`src/hdl/best_fit_segment_allocator_assert.svh`:
```
// Assertion helpers used by the allocator datapath (bfsa_dp).
`ifndef BEST_FIT_SEGMENT_ALLOCATOR_ASSERT_SVH
`define BEST_FIT_SEGMENT_ALLOCATOR_ASSERT_SVH

// Consequent checked in the same cycle as the antecedent.
`define BFSA_ASSERT_SAME(label, clk, rstn, ante, cons, msg) \
    label: assert property (@(posedge clk) disable iff (!rstn) (ante) |-> (cons)) \
        else $error(msg);

// Consequent checked in the cycle after the antecedent.
`define BFSA_ASSERT_NEXT(label, clk, rstn, ante, cons, msg) \
    label: assert property (@(posedge clk) disable iff (!rstn) (ante) |=> (cons)) \
        else $error(msg);

`endif

```
`src/hdl/bfsa_pkg.sv`:
```
`default_nettype none

package bfsa_pkg;

    localparam int MAX_SEGMENTS_DEF = 32;
    localparam int ID_BITS_DEF      = 16;

    localparam int SZ_W        = 9;
    localparam int BASE_W      = 8;
    localparam int LEFT_W      = 8;
    localparam int STAT_W      = 2;
    localparam int IN_TDATA_W  = 16;

    localparam logic [SZ_W-1:0] SPACE_LIMIT = 9'd256;

    localparam logic [STAT_W-1:0] ST_GRANT = 2'd0;
    localparam logic [STAT_W-1:0] ST_NOFIT = 2'd1;
    localparam logic [STAT_W-1:0] ST_FULL  = 2'd2;

    // controller -> datapath
    typedef struct packed {
        logic accept;
        logic scan_rd;
        logic set_nofit;
        logic shift_setup;
        logic shift_rd;
        logic wr_free;
        logic wr_used;
        logic load_out;
    } cmd_t;

    // datapath -> controller
    typedef struct packed {
        logic init_busy;
        logic full;
        logic req_zero;
        logic scan_last;
        logic found;
        logic shift_more;
        logic out_free;
    } sts_t;

endpackage

`default_nettype wire

```
`src/hdl/bfsa_ctrl.sv`:
```
`default_nettype none

module bfsa_ctrl (
    input  wire            aclk,
    input  wire            aresetn,
    input  wire            s_tvalid,
    output logic           s_tready,
    input  bfsa_pkg::sts_t sts,
    output bfsa_pkg::cmd_t cmd
);

    localparam logic [3:0] S_IDLE    = 4'd0;
    localparam logic [3:0] S_SCAN    = 4'd1;
    localparam logic [3:0] S_DRAIN   = 4'd2;
    localparam logic [3:0] S_EVAL    = 4'd3;
    localparam logic [3:0] S_SHIFT   = 4'd4;
    localparam logic [3:0] S_WR_FREE = 4'd5;
    localparam logic [3:0] S_WR_USED = 4'd6;
    localparam logic [3:0] S_DONE    = 4'd7;

    logic [3:0] state_reg;
    logic [3:0] state_next;

    always_comb begin
        state_next = state_reg;
        cmd        = '0;
        s_tready   = 1'b0;
        unique case (state_reg)
            S_IDLE: begin
                s_tready = !sts.init_busy;
                if (s_tvalid && !sts.init_busy) begin
                    cmd.accept = 1'b1;
                    if (sts.full || sts.req_zero) begin
                        state_next = S_DONE;
                    end else begin
                        state_next = S_SCAN;
                    end
                end
            end
            S_SCAN: begin
                cmd.scan_rd = 1'b1;
                if (sts.scan_last) begin
                    state_next = S_DRAIN;
                end
            end
            // last scan read is compared in this cycle
            S_DRAIN: begin
                state_next = S_EVAL;
            end
            S_EVAL: begin
                if (sts.found) begin
                    cmd.shift_setup = 1'b1;
                    state_next      = S_SHIFT;
                end else begin
                    cmd.set_nofit = 1'b1;
                    state_next    = S_DONE;
                end
            end
            // reads go down the table; each lands one slot higher in the next cycle
            S_SHIFT: begin
                if (sts.shift_more) begin
                    cmd.shift_rd = 1'b1;
                end else begin
                    state_next = S_WR_FREE;
                end
            end
            S_WR_FREE: begin
                cmd.wr_free = 1'b1;
                state_next  = S_WR_USED;
            end
            S_WR_USED: begin
                cmd.wr_used = 1'b1;
                state_next  = S_DONE;
            end
            S_DONE: begin
                if (sts.out_free) begin
                    cmd.load_out = 1'b1;
                    state_next   = S_IDLE;
                end
            end
            default: begin
                state_next = S_IDLE;
            end
        endcase
    end

    always_ff @(posedge aclk) begin
        if (!aresetn) begin
            state_reg <= S_IDLE;
        end else begin
            state_reg <= state_next;
        end
    end

endmodule

`default_nettype wire

```
`src/hdl/bfsa_dp.sv`:
```
`default_nettype none

`include "best_fit_segment_allocator_assert.svh"

module bfsa_dp #(
    parameter int MAX_SEGMENTS = bfsa_pkg::MAX_SEGMENTS_DEF,
    parameter int ID_BITS      = bfsa_pkg::ID_BITS_DEF,
    localparam int IDX_W       = $clog2(MAX_SEGMENTS),
    localparam int OUT_W       = bfsa_pkg::STAT_W + ID_BITS + bfsa_pkg::BASE_W
                                 + IDX_W + bfsa_pkg::LEFT_W,
    localparam int OUT_TDATA_W = ((OUT_W + 7) / 8) * 8
) (
    input  wire                                 aclk,
    input  wire                                 aresetn,
    input  wire                                 cfg_we,
    input  wire  [bfsa_pkg::SZ_W-1:0]           cfg_wdata,
    input  wire  [bfsa_pkg::IN_TDATA_W-1:0]     s_tdata,
    input  bfsa_pkg::cmd_t                      cmd,
    output bfsa_pkg::sts_t                      sts,
    output logic                                m_tvalid,
    input  wire                                 m_tready,
    output logic [OUT_TDATA_W-1:0]              m_tdata
);

    localparam int CNT_W  = $clog2(MAX_SEGMENTS + 1);
    localparam int SZ_W   = bfsa_pkg::SZ_W;
    localparam int WORD_W = 1 + ID_BITS + SZ_W;

    localparam int F_OWN  = bfsa_pkg::STAT_W;
    localparam int F_BASE = F_OWN + ID_BITS;
    localparam int F_IDX  = F_BASE + bfsa_pkg::BASE_W;
    localparam int F_LEFT = F_IDX + IDX_W;

    // table word: {used, owner, size}
    logic [WORD_W-1:0] mem [MAX_SEGMENTS];

    logic [SZ_W-1:0]            total_reg;
    logic                       init_pend_reg;
    logic [CNT_W-1:0]           cnt_reg;
    logic [ID_BITS-1:0]         owner_reg;
    logic [SZ_W-1:0]            req_reg;
    logic [bfsa_pkg::STAT_W-1:0] res_status_reg;
    logic [IDX_W-1:0]           addr_reg;
    logic [IDX_W-1:0]           rd_idx_reg;
    logic [WORD_W-1:0]          rd_data_reg;
    logic                       scan_vld_reg;
    logic                       shift_vld_reg;
    logic                       found_reg;
    logic [IDX_W-1:0]           best_idx_reg;
    logic [SZ_W-1:0]            best_size_reg;
    logic [ID_BITS-1:0]         best_owner_reg;
    logic [bfsa_pkg::BASE_W-1:0] best_base_reg;
    logic [SZ_W-1:0]            prefix_reg;
    logic                       m_tvalid_reg;
    logic [OUT_TDATA_W-1:0]     m_tdata_reg;

    logic [SZ_W-1:0]            req_in;
    logic [SZ_W-1:0]            cfg_sat;
    logic [SZ_W-1:0]            rd_size;
    logic                       rd_used;
    logic [ID_BITS-1:0]         rd_owner;
    logic                       fit;
    logic [SZ_W-1:0]            leftover;
    logic [CNT_W-1:0]           cnt_m1;
    logic                       full;
    logic                       rd_en;
    logic                       we;
    logic [IDX_W-1:0]           wa;
    logic [WORD_W-1:0]          wd;
    logic [OUT_TDATA_W-1:0]     out_word;

    assign req_in   = s_tdata[SZ_W-1:0];
    assign cfg_sat  = (cfg_wdata > bfsa_pkg::SPACE_LIMIT) ? bfsa_pkg::SPACE_LIMIT : cfg_wdata;
    assign rd_size  = rd_data_reg[SZ_W-1:0];
    assign rd_owner = rd_data_reg[SZ_W +: ID_BITS];
    assign rd_used  = rd_data_reg[WORD_W-1];
    assign leftover = best_size_reg - req_reg;
    assign cnt_m1   = cnt_reg - CNT_W'(1);
    assign full     = (cnt_reg == CNT_W'(MAX_SEGMENTS));
    assign rd_en    = cmd.scan_rd | cmd.shift_rd;

    // strict less-than keeps the earliest segment on ties
    assign fit = scan_vld_reg && !rd_used && (rd_size >= req_reg)
                 && (!found_reg || (rd_size < best_size_reg));

    always_comb begin
        sts            = '0;
        sts.init_busy  = init_pend_reg;
        sts.full       = full;
        sts.req_zero   = (req_in == '0);
        sts.scan_last  = (addr_reg == cnt_m1[IDX_W-1:0]);
        sts.found      = found_reg;
        sts.shift_more = (addr_reg > best_idx_reg);
        sts.out_free   = !m_tvalid_reg || m_tready;
    end

    // single write port
    always_comb begin
        we = 1'b0;
        wa = '0;
        wd = '0;
        if (cfg_we || init_pend_reg) begin
            we = 1'b1;
            wd = {1'b0, {ID_BITS{1'b0}}, (cfg_we ? cfg_sat : total_reg)};
        end else if (shift_vld_reg) begin
            we = 1'b1;
            wa = rd_idx_reg + IDX_W'(1);
            wd = rd_data_reg;
        end else if (cmd.wr_free) begin
            we = 1'b1;
            wa = best_idx_reg + IDX_W'(1);
            wd = {1'b0, best_owner_reg, leftover};
        end else if (cmd.wr_used) begin
            we = 1'b1;
            wa = best_idx_reg;
            wd = {1'b1, owner_reg, req_reg};
        end
    end

    always_ff @(posedge aclk) begin
        if (we) begin
            mem[wa] <= wd;
        end
        if (rd_en) begin
            rd_data_reg <= mem[addr_reg];
        end
    end

    always_comb begin
        out_word = '0;
        out_word[bfsa_pkg::STAT_W-1:0] = res_status_reg;
        if (res_status_reg == bfsa_pkg::ST_GRANT) begin
            out_word[F_OWN +: ID_BITS]           = owner_reg;
            out_word[F_BASE +: bfsa_pkg::BASE_W] = best_base_reg;
            out_word[F_IDX +: IDX_W]             = best_idx_reg;
            out_word[F_LEFT +: bfsa_pkg::LEFT_W] = leftover[bfsa_pkg::LEFT_W-1:0];
        end
    end

    always_ff @(posedge aclk) begin
        if (!aresetn) begin
            total_reg     <= bfsa_pkg::SPACE_LIMIT;
            init_pend_reg <= 1'b1;
            cnt_reg       <= CNT_W'(1);
            owner_reg     <= '0;
            scan_vld_reg  <= 1'b0;
            shift_vld_reg <= 1'b0;
            found_reg     <= 1'b0;
            m_tvalid_reg  <= 1'b0;
        end else begin
            init_pend_reg <= 1'b0;
            scan_vld_reg  <= cmd.scan_rd;
            shift_vld_reg <= cmd.shift_rd;
            if (cfg_we) begin
                total_reg <= cfg_sat;
                cnt_reg   <= CNT_W'(1);
            end else if (cmd.wr_used) begin
                cnt_reg <= cnt_reg + CNT_W'(1);
            end
            if (cmd.accept) begin
                found_reg <= 1'b0;
            end else if (fit) begin
                found_reg <= 1'b1;
            end
            if (cmd.load_out) begin
                m_tvalid_reg <= 1'b1;
                if (res_status_reg == bfsa_pkg::ST_GRANT) begin
                    owner_reg <= owner_reg + ID_BITS'(1);
                end
            end else if (m_tready) begin
                m_tvalid_reg <= 1'b0;
            end
        end
    end

    always_ff @(posedge aclk) begin
        if (cmd.accept) begin
            req_reg    <= req_in;
            addr_reg   <= '0;
            prefix_reg <= '0;
            if (full) begin
                res_status_reg <= bfsa_pkg::ST_FULL;
            end else if (req_in == '0) begin
                res_status_reg <= bfsa_pkg::ST_NOFIT;
            end else begin
                res_status_reg <= bfsa_pkg::ST_GRANT;
            end
        end
        if (cmd.set_nofit) begin
            res_status_reg <= bfsa_pkg::ST_NOFIT;
        end
        if (cmd.scan_rd) begin
            addr_reg <= addr_reg + IDX_W'(1);
        end else if (cmd.shift_setup) begin
            addr_reg <= cnt_m1[IDX_W-1:0];
        end else if (cmd.shift_rd) begin
            addr_reg <= addr_reg - IDX_W'(1);
        end
        if (rd_en) begin
            rd_idx_reg <= addr_reg;
        end
        if (scan_vld_reg) begin
            prefix_reg <= prefix_reg + rd_size;
        end
        if (fit) begin
            best_idx_reg   <= rd_idx_reg;
            best_size_reg  <= rd_size;
            best_owner_reg <= rd_owner;
            best_base_reg  <= prefix_reg[bfsa_pkg::BASE_W-1:0];
        end
        if (cmd.load_out) begin
            m_tdata_reg <= out_word;
        end
    end

    assign m_tvalid = m_tvalid_reg;
    assign m_tdata  = m_tdata_reg;

    `BFSA_ASSERT_SAME(a_cnt_range, aclk, aresetn, 1'b1,
        (cnt_reg != '0) && (cnt_reg <= CNT_W'(MAX_SEGMENTS)), "segment count out of range")
    `BFSA_ASSERT_SAME(a_shift_above_best, aclk, aresetn, shift_vld_reg,
        rd_idx_reg > best_idx_reg, "shift touched the chosen segment or below")
    `BFSA_ASSERT_SAME(a_scan_in_table, aclk, aresetn, scan_vld_reg,
        CNT_W'(rd_idx_reg) < cnt_reg, "scan read past the table end")
    `BFSA_ASSERT_SAME(a_used_needs_fit, aclk, aresetn, cmd.wr_used,
        found_reg && (res_status_reg == bfsa_pkg::ST_GRANT), "insert without a fit")
    `BFSA_ASSERT_NEXT(a_cnt_grows, aclk, aresetn, cmd.wr_used && !cfg_we,
        cnt_reg == CNT_W'($past(cnt_reg) + CNT_W'(1)), "count did not grow on insert")

endmodule

`default_nettype wire

```
`src/hdl/best_fit_segment_allocator.sv`:
```
// Results: a full table or zero-size request skips the scan and goes straight to
//   the result; no fit scans the table, then evaluates; a grant also shifts the
//   entries above the best fit and writes two entries. One request at a time; a
//   table scan plus an insert shift through the single-port segment memory sets the pace.
// Reset (and any total_space write) restarts the table with one free segment;
//   after reset s_tready stays low while entry 0 is rewritten; a write rewrites it
//   at the same edge. Owner ids restart only on reset.
`default_nettype none

module best_fit_segment_allocator #(
    parameter int MAX_SEGMENTS = bfsa_pkg::MAX_SEGMENTS_DEF,
    parameter int ID_BITS      = bfsa_pkg::ID_BITS_DEF,
    localparam int IDX_W       = $clog2(MAX_SEGMENTS),
    localparam int OUT_W       = bfsa_pkg::STAT_W + ID_BITS + bfsa_pkg::BASE_W
                                 + IDX_W + bfsa_pkg::LEFT_W,
    localparam int OUT_TDATA_W = ((OUT_W + 7) / 8) * 8
) (
    input  wire                             aclk,
    input  wire                             aresetn,
    input  wire                             cfg_we,
    input  wire  [bfsa_pkg::SZ_W-1:0]       cfg_wdata,     // total_space
    input  wire                             s_tvalid,
    output logic                            s_tready,
    input  wire  [bfsa_pkg::IN_TDATA_W-1:0] s_tdata,       // request_size
    output logic                            m_tvalid,
    input  wire                             m_tready,
    // status, owner_id, base_offset, segment_index, leftover
    output logic [OUT_TDATA_W-1:0]          m_tdata
);

    bfsa_pkg::cmd_t cmd;
    bfsa_pkg::sts_t sts;

    bfsa_ctrl u_ctrl (
        .aclk     (aclk),
        .aresetn  (aresetn),
        .s_tvalid (s_tvalid),
        .s_tready (s_tready),
        .sts      (sts),
        .cmd      (cmd)
    );

    bfsa_dp #(
        .MAX_SEGMENTS (MAX_SEGMENTS),
        .ID_BITS      (ID_BITS)
    ) u_dp (
        .aclk      (aclk),
        .aresetn   (aresetn),
        .cfg_we    (cfg_we),
        .cfg_wdata (cfg_wdata),
        .s_tdata   (s_tdata),
        .cmd       (cmd),
        .sts       (sts),
        .m_tvalid  (m_tvalid),
        .m_tready  (m_tready),
        .m_tdata   (m_tdata)
    );

endmodule

`default_nettype wire

```
`config.mk`:
```
export PLATFORM = sky130hd
export DESIGN_NAME = best_fit_segment_allocator
export DESIGN_NICKNAME = d
export VERILOG_FILES = /design/src/hdl/bfsa_pkg.sv /design/src/hdl/bfsa_ctrl.sv /design/src/hdl/bfsa_dp.sv /design/src/hdl/best_fit_segment_allocator.sv
export VERILOG_INCLUDE_DIRS = /design/src /design/src/hdl
export SDC_FILE = /design/constraint.sdc
export NUM_CORES = 1
export LEC_CHECK = 0
export BUFFER_PORTS_ARGS = -buffer_cell sky130_fd_sc_hd__clkbuf_2
export CAP_MARGIN = 30
export CORE_MARGIN = 5
export CORE_UTILIZATION = 63
export CTS_CLUSTER_SIZE = 16
export DETAILED_ROUTE_END_ITERATION = 12
export HOLD_SLACK_MARGIN = 0.1
export MAX_ROUTING_LAYER = met4
export PLACE_DENSITY = 0.81
export SLEW_MARGIN = 20
export SYNTH_ARGS = -nofsm -noshare
export SYNTH_HDL_FRONTEND = slang
export SYNTH_SLANG_ARGS = --single-unit
```
`constraint.sdc`:
```
create_clock -name aclk -period 10.75 [get_ports aclk]
set_clock_uncertainty 0.15 [all_clocks]
set_input_delay 2.15 -clock aclk [delete_from_list [all_inputs] [get_ports aclk]]
set_output_delay 2.15 -clock aclk [all_outputs]
set_load 0.1 [all_outputs]
```
======== Yosys cells after proc, flatten, opt, wreduce, memory -nomap -nowiden ========
Memories as Yosys holds them, arrays and structs flattened. A register that Yosys moved wholly into a read port is not among the register bits.
Index checks and enable logic that the tools add are counted.
cells by class
  bitwise gates (word level) .............. 2
  multipliers ............................. 0
  muxes and demuxes ....................... 47
  eq/ne operators ......................... 13
  $lt $le $gt $ge ......................... 4
  add/subtract/negate cells ............... 9
  reduce and logical (&&, ||, !) cells .... 22
  divide/modulo/power cells ............... 0
  shifts and indexed selects .............. 0
operator list
  operator               count
  $mux 26                4
  $mux 5                 8
  $mux 9                 4
  $pmux 4 s8             1
  $mux 1                 22
  $add 16x1->16 const B  1
  $eq 4x3->1 const B     4
  $mux 4                 4
  $add 5x1->5 const B    3
  $sub 5x1->5 const B    2
  $add 9x9->9            1
  $ge 9x9->1             1
  $gt 9x9->1 const B     1
  $logic_not 9->1        1
  $lt 9x9->1             1
  $sub 9x9->9            1
  $eq 4x2->1 const B     2
  $add 6x1->6 const B    1
  $eq 6x6->1 const B     1
  $mux 2                 3
  $ne 2x2->1 const B     3
  $eq 5x5->1             1
  $gt 5x5->1             1
  $eq 4x1->1 const B     1
  14 further kinds       25
storage, ports and cells
  output and inout port bits .............. 42
  input port bits ......................... 30
  register bits after elaboration ......... 147
  bits in latches ......................... 0
  logic and storage cells ................. 118
  memory bits (writable) .................. 832
  memories ................................ 1
  memory bits (read-only) ................. 0
memories
  name      words  width  rd ports  clocked after memory_dff  wr ports  line           RTL
  u_dp.mem  32     26     1         1                         1         bfsa_dp.sv:35  logic [WORD_W-1:0] mem [MAX_SEGMENTS];

======== Depth between registers and ports, before layout ========
  depth in word-level cells ............... 8
  mapped depth ............................ 11
  mapped depth without buffers ............ 9

======== Hierarchy ========
Synthesis repeated with hierarchy kept, for this count alone.
second synthesis, totals
  cell total of the unflattened synthesis .. 1286
  area, all modules ....................... 19879.1 sq um
by module, submodules not included
  module     area each (sq um)  cells each  seq. area each (sq um)  times used
  bfsa_dp    19611.3            1249        13312.8                 1
  bfsa_ctrl  267.8              37          60.1                    1

======== Least setup slack after synthesis ========
Ideal clock, no wire load.
  kind .................................... reg2out
  start point ............................. reg u_ctrl.state_reg[0]
  end point ............................... out s_tready
  buffers on the path ..................... 2
  data arrival time ....................... 3.644 ns
  stages on the path, launching flop included .. 4
  required time ........................... 8.450 ns
  setup slack ............................. 4.806 ns
  cell sequence ........................... dfxtp_1 > clkbuf_1 > buf_1 > nor4_1
on the way
  longest elaborated chain between the ends .. 2
ends and longest elaborated chain
  what                      line                              RTL
  start: declaration        bfsa_ctrl.sv:21                   logic [3:0] state_reg;
  start signal: assignment  bfsa_ctrl.sv:91                   state_reg <= state_next;
  $logic_not 4->1           bfsa_ctrl.sv:28                   unique case (state_reg)
  $mux 1                    bfsa_ctrl.sv:28
  end: declaration          best_fit_segment_allocator.sv:23  output logic s_tready,
No other way between the ends.

======== Final worst setup path ========
  start point ............................. in cfg_we
  end point ............................... mem u_dp.mem[2][8] (netlist bit) (enable)
on the way
  longest elaborated chain between the ends .. 4
  elaborated cells between the ends (all ways) .. 5
  classes of those cells .................. 4 x mux; 1 x reduce/logical
ends and longest elaborated chain
  what                          line                              RTL
  start: declaration            best_fit_segment_allocator.sv:20  input wire cfg_we,
  $logic_or 1x1->1 *            bfsa_dp.sv:102                    if (cfg_we || init_pend_reg) begin
  $mux 1                        bfsa_dp.sv:102
  $mux 1                        bfsa_dp.sv:121                    if (we) begin
  $mux 1 (not written as such)  bfsa_dp.sv:122                    mem[wa] <= wd;
  end: declaration              bfsa_dp.sv:35
Mark *: on every way between the ends. The rest lies on a longest branch, timed or not.

==> flow_summary.yaml <==
timing:
  whs_ns: 0.324
  fin_crit_ns: 5.21
  worst_pin_slew_ns: 0.987
  grt_setup_unrepaired: "false"
  fmax_mhz: 192
  final-max-slew-violation-count: 0
  tns_ns: 0
  slew_headroom: 0.339
  setup_viol: 0
  hold_viol_final: 0
  fin_crit_sh: 0.484
cts:
  htreeDepth: 2
  clk_latency_ns: 0.56
  cts_hold_buf: 0
  path_clk_slew_ns: 0.06
  cts_root_buffer: "clkbuf_16"
  post_cts_resized: 0
  post_cts_buffers: 0
  tritoncts: "built"
  cts_sinks: 459
  clockBufferDepth: 3
  cts_buffers: 44
finish:
  largest_reg_flops: 320
  drive_gt1_frac: 0.205
  layout.nets: 1345
  layoutNonFillerInstCount: 1697
  multi_input_area_um2: 5840
  seq_area_um2: 13400
  final_area_um2: 21800
  fill_cells: 1879
  n_antenna_cell: 0
  area_delta_synth_final_pct: 11.3
hold_path:
  min_path_type: "reg -> reg"
  min_from: "u_dp.prefix_reg[4]"
yosys:
  synth_seq_cells: 459
  yosysSeqAreaShare: 0.683
  async_reset_ff_frac: 0
  syn_nets: 1265
  synth.area.top_cells: "edfxtp_1, mux4_2, dfxtp_1"
  synth_cells: 1188
  synth_flop_cell: "edfxtp_1"
  synth-edff-count: 418
  synth_area_um2: 19600
  ys_types: 69
  yosys-top-cells-count: "edfxtp_1, mux4_2, nor2_1, nand2_1, ha_1"
  yosys_warnings: 0
  yosysMostFrequentCell: "edfxtp_1"
  synth_top_area_frac: 0.641
  syn_area_per_cell_um2: 16.5
  synth_top_cell_by_area: "edfxtp_1"
placement:
  gp_congestion: 0.876
  dpl.hpwl_um: 25600
  post-place-cells: 1608
  placedInstanceArea_um2: 20300
  io_buffers: 63
drt:
  drc: 0
  ant_nets: 0
  drtIter0Drc: 895
  finalWirelength_um: 39600
  num_vias: 10700
  wl_per_cell_um: 23.3
  vias_per_cell: 6.29
  first_pass_iters: 6
floorplan:
  fp-row-count: 64
  die_h_um: 186
  start_util: 0.638
  io_pins: 72
  die_area_um2: 34700
  core_um2: 30700
  fp.dieW_um: 186
critical_path:
  critPathKind: "in -> reg"
  worstPathMaxFanout: 17
  worstPathRequired_ns: 10.77
  startpoint_type: "primary input"
  reg2reg_from: "u_ctrl.state_reg[1]"
  critPathLaunch: "cfg_we"
  end_kind: "register"
  cp.arrival_ns: 5.22
global_route:
  grt_pass1_vias: 10600
  antenna_found_initial: 0
  grt_max_degree: 49
  grt_overflow_total: 0
  grt_pass1_wl_um: 61900
  groute.usage.overall: 0.242
flow_run:
  maxCapViolCount: 0
power_and_ir_drop:
  leakage_uw: 0.00750
  p_per_area_nw_per_um2: 227
  peakVddDrop_uv: 163
status:
  outcome: "completed"
==> worst paths after layout <==
kind | end | slack [ns] | depth (start not counted)
worst max-delay path | u_dp.mem[2][8] | 5.54 | 6
worst min-delay path | u_dp.best_base_reg[4] | 0.32 | 0
worst max register to register | u_dp.mem[2][8] | 6.84 | 5
worst min register to register | u_dp.best_base_reg[4] | 0.32 | 0
==> report_power, final <==
| part | switching, uW | internal (uW) | total [uW] | leakage (uW) |
|---|---|---|---|---|
| Sequential | 107 | 2080 | 2190 | 0.00422 |
| Combinational | 704 | 625 | 1330 | 0.00263 |
| Clock | 628 | 796 | 1420 | 0.000641 |
| Total | 1440 | 3500 | 4940 | 0.00750 |
==> layout make-up <==
type / instances / area share
clock buffers: 58 / 0.0539
clock inverters: 21 / 0.00706
inverters: 43 / 0.00741
multi-input cells: 629 / 0.268
repair buffers: 91 / 0.0272
well taps: 396 / 0.0227
flip-flops and latches: 459 / 0.614
==> layer usage <==
metal,wire length [um],global-route usage,vias to the layer above
li1,-,-,4802
met1,15700,0.326,5340
met2,19600,0.384,430
met3,2810,0.0375,104
met4,1490,0.0825,0
met5,0,-,-
==> metrics by stage <==
stage	worst slack (ns)	total power (uW)	utilization
after global routing	5.51	5170	0.710
after global placement	5.23	3470	0.662
after floorplan	4.81	3190	-
after CTS	5.73	4970	0.706
final	5.54	4940	0.710
after detailed placement	5.16	3530	0.663
==> critical path, cell delays in order <==
cell and delay, ns:
clkbuf_2 0.30, or2_1 0.48, nor4_1 0.65, a22o_1 0.37, o211ai_1 0.37, nor2_1 0.88
==> cells in the final DEF (no fill, tap or decap), types with 7 or more instances in the layout <==
master / instances
nor3_1: 8
nor2_1: 86
nor2b_1: 16
edfxtp_1: 418
mux2i_1: 15
nand2b_1: 13
mux2_2: 10
xnor2_1: 18
a21o_1: 9
clkbuf_2: 63
o211ai_1: 10
nand3_1: 17
xor2_1: 13
clkinv_1: 13
or3_1: 8
inv_1: 42
o221ai_2: 7
o21ai_0: 27
nand2_1: 63
clkbuf_16: 45
dfxtp_1: 41
mux4_2: 98
a21oi_1: 28
clkbuf_1: 13
and2_1: 29
nand4_1: 14
buf_4: 22
nor4_1: 7
ha_1: 45
==> cell families (layout without fill, tap and decap cells) <==
group           Yosys count  after routing  share of synthesized area
xor+xnor                 34             34                     0.0174
other cells               1              1                   0.000192
flops                   459            459                      0.683
compound gates          130            130                     0.0447
fa+ha+maj                47             47                     0.0308
simple gates            294            294                     0.0756
buf+inv                 100            213                     0.0219
mux                     123            123                      0.126
(Power assumes the default switching activity.)
